File: src/rtl/tiled_framebuffer_pixel_writer_core_defines.svh
// assertion macros shared by the pixel writer rtl
`ifndef TILED_FRAMEBUFFER_PIXEL_WRITER_CORE_DEFINES_SVH
`define TILED_FRAMEBUFFER_PIXEL_WRITER_CORE_DEFINES_SVH

// same-cycle implication, disabled in reset
`define TFBPW_ASSERT_SAME(label, clk, rst_n, ante, cons, msg) \
    label: assert property (@(posedge clk) disable iff (!rst_n) (ante) |-> (cons)) \
        else $error(msg);

// next-cycle implication, disabled in reset
`define TFBPW_ASSERT_NEXT(label, clk, rst_n, ante, cons, msg) \
    label: assert property (@(posedge clk) disable iff (!rst_n) (ante) |=> (cons)) \
        else $error(msg);

`endif

File: src/rtl/tfbpw_pkg.sv
// types, constants and pixel conversions for the tiled framebuffer pixel writer
package tfbpw_pkg;

    localparam int MAX_DIM           = 2048;
    localparam int PALETTE_DEPTH_DEF = 256;

    localparam int CW    = 11;
    localparam int DW    = 12;
    localparam int QW    = $clog2(MAX_DIM);
    localparam int PW    = CW + DW;
    localparam int FBW   = 22;
    localparam int PXW   = 32;
    localparam int COLW  = 24;
    localparam int PIDXW = 8;
    localparam int FMTW  = 2;
    localparam int CMDW  = 2;

    localparam int CFG_IDX_W = 3;
    localparam int CFG_DW    = 12;

    localparam int TILE_SH    = 5;
    localparam int TILE_LOW_W = 10;
    localparam int XT_W       = CW - TILE_SH;
    localparam int PT_W       = DW + 1 - TILE_SH;
    localparam int TM_W       = XT_W + PT_W;
    localparam int FB_HI_W    = FBW - TILE_LOW_W;

    localparam int IN_X_LSB    = 0;
    localparam int IN_Y_LSB    = IN_X_LSB + CW;
    localparam int IN_RAW_LSB  = IN_Y_LSB + CW;
    localparam int IN_PIDX_LSB = IN_RAW_LSB + PXW;
    localparam int IN_PCOL_LSB = IN_PIDX_LSB + PIDXW;
    localparam int IN_W        = IN_PCOL_LSB + COLW;
    localparam int S_TDATA_W   = ((IN_W + 7) / 8) * 8;

    localparam int RES_W     = CW + CW + FBW + PXW;
    localparam int M_TDATA_W = ((RES_W + 7) / 8) * 8;

    localparam logic [DW-1:0]   RST_DST_WIDTH  = 12'd1280;
    localparam logic [DW-1:0]   RST_DST_HEIGHT = 12'd720;
    localparam logic [DW-1:0]   RST_SRC_WIDTH  = 12'd320;
    localparam logic [DW-1:0]   RST_SRC_HEIGHT = 12'd240;

    typedef enum logic [CMDW-1:0] {
        CMD_MAP       = 2'd0,
        CMD_CONVERT   = 2'd1,
        CMD_PAL_WRITE = 2'd2
    } t_cmd;

    typedef enum logic [FMTW-1:0] {
        FMT_RGB565  = 2'd0,
        FMT_PALETTE = 2'd1,
        FMT_WORD    = 2'd2
    } t_fmt;

    typedef enum logic [CFG_IDX_W-1:0] {
        REG_DST_WIDTH  = 3'd0,
        REG_DST_HEIGHT = 3'd1,
        REG_SRC_WIDTH  = 3'd2,
        REG_SRC_HEIGHT = 3'd3,
        REG_PIXEL_FMT  = 3'd4
    } t_cfg_reg;

    localparam logic [FMTW-1:0] RST_PIXEL_FMT = FMT_RGB565;

    // 5/6/5 channels widened by bit replication, laid out b,g,r,0
    function automatic logic [PXW-1:0] f_from_565(input logic [15:0] p);
        logic [7:0] r;
        logic [7:0] g;
        logic [7:0] b;
        r = {p[15:11], p[15:13]};
        g = {p[10:5], p[10:9]};
        b = {p[4:0], p[4:2]};
        return {b, g, r, 8'h00};
    endfunction

    function automatic logic [PXW-1:0] f_from_color(input logic [COLW-1:0] c);
        return {c[7:0], c[15:8], c[23:16], 8'h00};
    endfunction

    function automatic logic [PXW-1:0] f_from_word(input logic [PXW-1:0] w);
        return {w[15:8], w[23:16], w[31:24], 8'h00};
    endfunction

endpackage

File: src/rtl/tfbpw_scale.sv
// pipelined restoring divider giving one nearest-neighbour source coordinate
module tfbpw_scale (
    input  logic                     i_clk,
    input  logic                     i_en,
    input  logic [tfbpw_pkg::PW-1:0] i_prod,
    input  logic [tfbpw_pkg::DW-1:0] i_div,
    output logic [tfbpw_pkg::CW-1:0] o_coord
);
    import tfbpw_pkg::*;

    localparam int CMPW = ((PW > DW + QW) ? PW : DW + QW) + 1;

    logic [PW-1:0] r_rem  [QW+1];
    logic [QW-1:0] r_quo  [QW+1];
    logic [DW-1:0] r_div  [QW+1];
    logic          r_zero [QW+1];
    logic          r_sat  [QW+1];

    logic [PW-1:0] n_rem  [QW+1];
    logic [QW-1:0] n_quo  [QW+1];
    logic [DW-1:0] n_div  [QW+1];
    logic          n_zero [QW+1];
    logic          n_sat  [QW+1];

    // stage 0 flags overflow and a zero divisor, each later stage settles one quotient bit
    always_comb begin
        n_rem[0]  = i_prod;
        n_quo[0]  = '0;
        n_div[0]  = i_div;
        n_zero[0] = (i_div == '0);
        n_sat[0]  = (CMPW'(i_prod) >= (CMPW'(i_div) << QW));
        for (int j = 1; j <= QW; j++) begin
            n_div[j]  = r_div[j-1];
            n_zero[j] = r_zero[j-1];
            n_sat[j]  = r_sat[j-1];
            n_rem[j]  = r_rem[j-1];
            n_quo[j]  = r_quo[j-1];
            if (CMPW'(r_rem[j-1]) >= (CMPW'(r_div[j-1]) << (QW - j))) begin
                n_rem[j] = PW'(CMPW'(r_rem[j-1]) - (CMPW'(r_div[j-1]) << (QW - j)));
                n_quo[j] = r_quo[j-1] | (QW'(1) << (QW - j));
            end
        end
    end

    always_ff @(posedge i_clk) begin
        if (i_en) begin
            for (int j = 0; j <= QW; j++) begin
                r_rem[j]  <= n_rem[j];
                r_quo[j]  <= n_quo[j];
                r_div[j]  <= n_div[j];
                r_zero[j] <= n_zero[j];
                r_sat[j]  <= n_sat[j];
            end
        end
    end

    assign o_coord = r_zero[QW] ? '0
                   : r_sat[QW]  ? CW'(MAX_DIM - 1)
                   : CW'(r_quo[QW]);

endmodule

File: config.mk
export PLATFORM = sky130hd
export DESIGN_NAME = tfbpw_scale
export DESIGN_NICKNAME = d
export VERILOG_FILES = /design/src/rtl/tiled_framebuffer_pixel_writer_core_defines.svh /design/src/rtl/tfbpw_pkg.sv /design/src/rtl/tfbpw_scale.sv
export SDC_FILE = /design/constraint.sdc
export NUM_CORES = 1
export LEC_CHECK = 0
export ABC_CLOCK_PERIOD_IN_PS = 7400
export BUFFER_PORTS_ARGS = -buffer_cell sky130_fd_sc_hd__buf_2
export CORE_UTILIZATION = 40
export DETAILED_ROUTE_END_ITERATION = 6
export HOLD_SLACK_MARGIN = 0.08
export SLEW_MARGIN = 40
export SYNTH_ARGS = -nofsm -noshare
export SYNTH_HDL_FRONTEND = slang
export SYNTH_SLANG_ARGS = --single-unit
File: constraint.sdc
create_clock -name i_clk -period 7.4 [get_ports i_clk]
set_input_delay 0 -clock i_clk [delete_from_list [all_inputs] [get_ports i_clk]]
set_output_delay 0 -clock i_clk [all_outputs]
set_load 0.03 [all_outputs]
# Word level (Yosys, flattened, before mapping)
# Memories as Yosys holds them, arrays and structs flattened.
# Cells that the tools add are included.
[word_totals]
mem_count = 5
romBits = 0
latch_bits = 0
input_bits = 37
reg_bits = 0
ram_bits = 576
wordCells = 55
[memory_table]
columns = ["memory", "words", "width", "rd", "rd_ports_with_merged_regs", "write_ports", "line", "text"]
rows = [
  ["r_rem", 12, 23, 11, 0, 12, "tfbpw_scale.sv:13", "logic [PW-1:0] r_rem [QW+1];"],
  ["r_div", 12, 12, 11, 0, 12, "tfbpw_scale.sv:15", "logic [DW-1:0] r_div [QW+1];"],
  ["r_quo", 12, 11, 12, 0, 12, "tfbpw_scale.sv:14", "logic [QW-1:0] r_quo [QW+1];"],
  ["r_sat", 12, 1, 12, 0, 12, "tfbpw_scale.sv:17", "logic r_sat [QW+1];"],
  ["r_zero", 12, 1, 12, 0, 12, "tfbpw_scale.sv:16", "logic r_zero [QW+1];"],
]
[classes]
eq_ne = 0
muxes = 26
div_mod_pow = 0
shifts = 0
n_reduce_logical = 1
n_addsub = 11
multipliers = 0
bitwise = 0
order_cmp = 12
[ops]
columns = ["cell", "count"]
rows = [
  ["23-bit two-way mux", 11],
  ["11-bit two-way mux", 3],
  ["23-bit by 12-bit >= comparator with 1-bit output", 1],
  ["23-bit by 13-bit >= comparator with 1-bit output", 1],
  ["23-bit by 14-bit >= comparator with 1-bit output", 1],
  ["23-bit by 15-bit >= comparator with 1-bit output", 1],
  ["23-bit by 16-bit >= comparator with 1-bit output", 1],
  ["23-bit by 17-bit >= comparator with 1-bit output", 1],
  ["23-bit by 18-bit >= comparator with 1-bit output", 1],
  ["23-bit by 19-bit >= comparator with 1-bit output", 1],
  ["23-bit by 20-bit >= comparator with 1-bit output", 1],
  ["23-bit by 21-bit >= comparator with 1-bit output", 1],
  ["23-bit by 22-bit >= comparator with 1-bit output", 1],
  ["23-bit >= comparator", 1],
  ["23-bit by 12-bit subtractor with 23-bit output", 1],
  ["23-bit by 13-bit subtractor with 23-bit output", 1],
  ["23-bit by 14-bit subtractor with 23-bit output", 1],
  ["23-bit by 15-bit subtractor with 23-bit output", 1],
  ["23-bit by 16-bit subtractor with 23-bit output", 1],
  ["23-bit by 17-bit subtractor with 23-bit output", 1],
  ["23-bit by 18-bit subtractor with 23-bit output", 1],
  ["23-bit by 19-bit subtractor with 23-bit output", 1],
  ["23-bit by 20-bit subtractor with 23-bit output", 1],
  ["23-bit by 21-bit subtractor with 23-bit output", 1],
  ["other kinds (12)", 14],
]

# Depth between registers and ports, before layout
# An unclocked memory read counts as a cell.
[logic_depth]
ltp_word = 3
mapped_depth = 12
depth_no_buf = 11

# Worst setup path before layout
# OpenSTA, ideal clock, no wires.
[synth_timing]
kind = "flip-flop to flip-flop"
from = "memory r_rem[3][7] (netlist bit)"
to = "memory r_rem[4][10] (netlist bit) (data pin)"
setup_ns = 0.260
n_path_buf = 1
stages_incl_launch_ff = 11
arrival_time_ns = 2.704
path_slack_ns = 4.437
path_cell_list = "edfxtp_1 -> inv_1 -> ha_1 -> inv_1 -> fa_1 -> a211o_1 -> a2111oi_0 -> nor3_1 -> or3_1 -> clkbuf_1 -> mux2_2"
[synth_rtl]
columns = ["element", "line"]
rows = [
  ["from (decl)", "tfbpw_scale.sv:13"],
]

==> results_dict.tcl <==
set metrics [dict create \
    num-fill-cells 5167 \
    post-route-period-util 0.472 \
    io_buffers 47 \
    relSlewSlack 0.459 \
    timing.hold.ws_ps 143 \
    cp_max_fo 20 \
    tightestPinTransition_ps 809 \
    final.setup.tns_ps 0 \
    placementRows 88 \
    endpoint_kind "register" \
    p_comb_frac 0.283 \
    antenna_found_initial 0 \
    overflow 0 \
    avgSynthCellArea_um2 12.5 \
    fin_worst_skew_ps 12.3 \
    ys.warnings.count 0 \
    swShare 0.301 \
    synth_edf_count 475 \
    first_iter_violations 650 \
    power_uw 8950 \
    die_h_um 244 \
    hold_path_class "input port to register" \
    finalNonFillerCells 2797 \
    nets 2184 \
    yosysUniqueCellTypes 62 \
    synth_top_cell_by_area "edfxtp_1" \
    status "finished, final reports clean" \
    power_frac_clock 0.277 \
    cts_resized 0 \
    synthCells 1873 \
    criticalPathCategory "register to register" \
    cts_buffers 51 \
    ios 48 \
    dp_cells 2668 \
    first_pass_iters 5 \
    yosysSeqAreaShare 0.607 \
    start_kind "register" \
    cts-root-buf "clkbuf_16" \
    vias_per_cell 5.19 \
    required_ps 7730 \
    ys_ff_latch 475 \
    clk_pin_slew_ps 60 \
    synthesis.nets 2064 \
    rrSetupSlack_ps 3910 \
    slew_viol_final 0 \
    cap_violations 0 \
    die_width_um 244 \
    max_freq_mhz 286 \
    setup_violations 0 \
    vias 14500 \
    drc 0 \
    drive_above_1_share 0.0965 \
    synth.area.top_cells "edfxtp_1 (61%), ha_1 (7.7%), inv_1 (2.9%), a21oi_1 (2.7%), xor2_1 (2.5%)" \
    grt_max_degree 159 \
    synth_flop_cell "edfxtp_1" \
    antenna_cells 0 \
    clock_tree.buffer_depth 3 \
    intPower_uw 6250 \
    grt_pass1_vias 15300 \
    ant_nets 0 \
    start_util 0.406 \
    synthArstFlopShare 0 \
    p_switching_uw 2690 \
    vdd_drop_max_mv 0.194 \
    pwr-share-seq 0.440 \
    htree_levels 2 \
    die_area_mm2 0.0597 \
    area_delta_synth_final_pct 13.9 \
    hold_viol_final 0 \
    rsz0062_at_grt "no" \
    synthesis.area_mm2 0.0235 \
    wirelength_um 43600 \
    avgRoutedWirePerCell_um 15.6 \
    place_congestion 0.903 \
    dp_hpwl_um 31100 \
    grt_pass1_wl_um 71300 \
    arrival_ps 3830 \
    p_leak_uw 0.0103 \
    cts_tree "built" \
    tritoncts_num_sinks 475 \
    clk_latency_ps 590 \
    groute.usage.overall 0.147 \
    min_period_ps 3490 \
    synth_top_area_share 0.607 \
    core_area_mm2 0.0579 \
    powerDensity_mw_per_mm2 334 \
    finish.utilization 0.462 \
]
[critical path, cell delays in order (launching register included)]
cell and delay (ps):
edfxtp_1 380, inv_1 70, ha_1 150, inv_1 50, fa_1 430, a211o_1 310
a2111oi_0 630, nor3_1 130, or3_1 690, mux2_2 390
[synth_stat cells, types with 12 or more instances]
cell	n
edfxtp_1	475
xor2_1	68
a21o_1	36
ha_1	144
nand2b_1	18
nand3_1	27
nand4_1	15
or3_1	12
nor2b_1	22
o21a_1	29
xnor2_1	57
a31oi_1	16
mux2_2	36
nor2_1	143
a21oi_1	125
nor3_1	37
clkbuf_1	22
nand2_1	97
o21ai_0	92
nor4_1	31
inv_1	182
[logic make-up after synthesis]
| kind of cell | Yosys count | synth area share |
|---|---|---|
| flops | 475 | 0.607 |
| buf+inv | 206 | 0.0330 |
| fa+ha+maj | 154 | 0.0852 |
| simple gates | 485 | 0.106 |
| xor+xnor | 125 | 0.0466 |
| compound gates | 387 | 0.103 |
| mux | 41 | 0.0194 |
[metrics by stage]
step	area (µm²)	worst slack (ps)
2_1_floorplan	23500	4440
3_5_place_dp	24700	3870
6_report	26800	3910
4_1_cts	26700	3860
5_1_grt	26800	3590
3_3_place_gp	24700	3690
[flip-flops by register name, indices dropped and copies added (netlist names)]
signal  cells
r_zero     12
r_div     132
r_rem     253
r_sat      12
r_quo      66
[cells in the final DEF, fill, tap and decap left out, types with 11 or more instances in the layout]
| cell type | netlist | final |
|---|---|---|
| dlygate4sd3_1 | 0 | 36 |
| nor2_1 | 143 | 143 |
| o21a_1 | 29 | 29 |
| edfxtp_1 | 475 | 475 |
| a31oi_1 | 16 | 15 |
| nand4_1 | 15 | 15 |
| nand3_1 | 27 | 26 |
| ha_1 | 144 | 144 |
| xor2_1 | 68 | 68 |
| inv_1 | 182 | 182 |
| a21oi_1 | 125 | 125 |
| o21ai_0 | 92 | 92 |
| or3_1 | 12 | 12 |
| nor4_1 | 31 | 31 |
| nand2_1 | 97 | 96 |
| clkinv_2 | 0 | 14 |
| or2_2 | 11 | 11 |
| and3_1 | 11 | 11 |
| mux2_2 | 36 | 36 |
| clkbuf_16 | 0 | 53 |
| xnor2_1 | 57 | 57 |
| o31a_1 | 11 | 11 |
| nor3_1 | 37 | 37 |
| buf_2 | 2 | 46 |
| a21o_1 | 36 | 36 |
| or4_1 | 11 | 11 |
| nor2b_1 | 22 | 22 |
| nand2b_1 | 18 | 18 |
[power groups by stage]
stage                     sequential (µW)  clock, µW  combinational (µW)
final                                3940       2480                2530
after global routing                 3990       2650                2820
after CTS                            3940       2570                2510
after detailed placement             3990          0                2480
after global placement               3980          0                2390
after floorplan                      3880          0                1950
[worst paths after layout]
kind / startpoint / endpoint / depth (start not counted)
min: i_prod[4] / r_rem[0][4] / 2
max reg2reg: r_rem[3][7] / r_rem[4][10] / 9
max: r_rem[3][7] / r_rem[4][10] / 9
min reg2reg: r_sat[2][1] / r_sat[2][2] / 0
[routing by layer]
layer	track usage	share of wire
met1	0.136	0.36
met5	0	0
met4	0.0912	0.055
met3	0.0233	0.032
met2	0.295	0.55
[cell type report]
type	count	area [µm²]	area share
clock inverters	31	273	0.0102
repair buffers	91	751	0.0280
well taps	765	957	0.0357
clock buffers	61	1360	0.0506
inverters	182	683	0.0255
multi-input cells	1192	8500	0.317
flip-flops and latches	475	14300	0.533
[timing repair]
item | in CTS | in global routing
buffers inserted | 0 | 0
hold endpoints to repair | 112 | 0
hold buffers | 36 | 0
setup endpoints to repair | 0 | 0
Power figures use the tool's default switching activity.
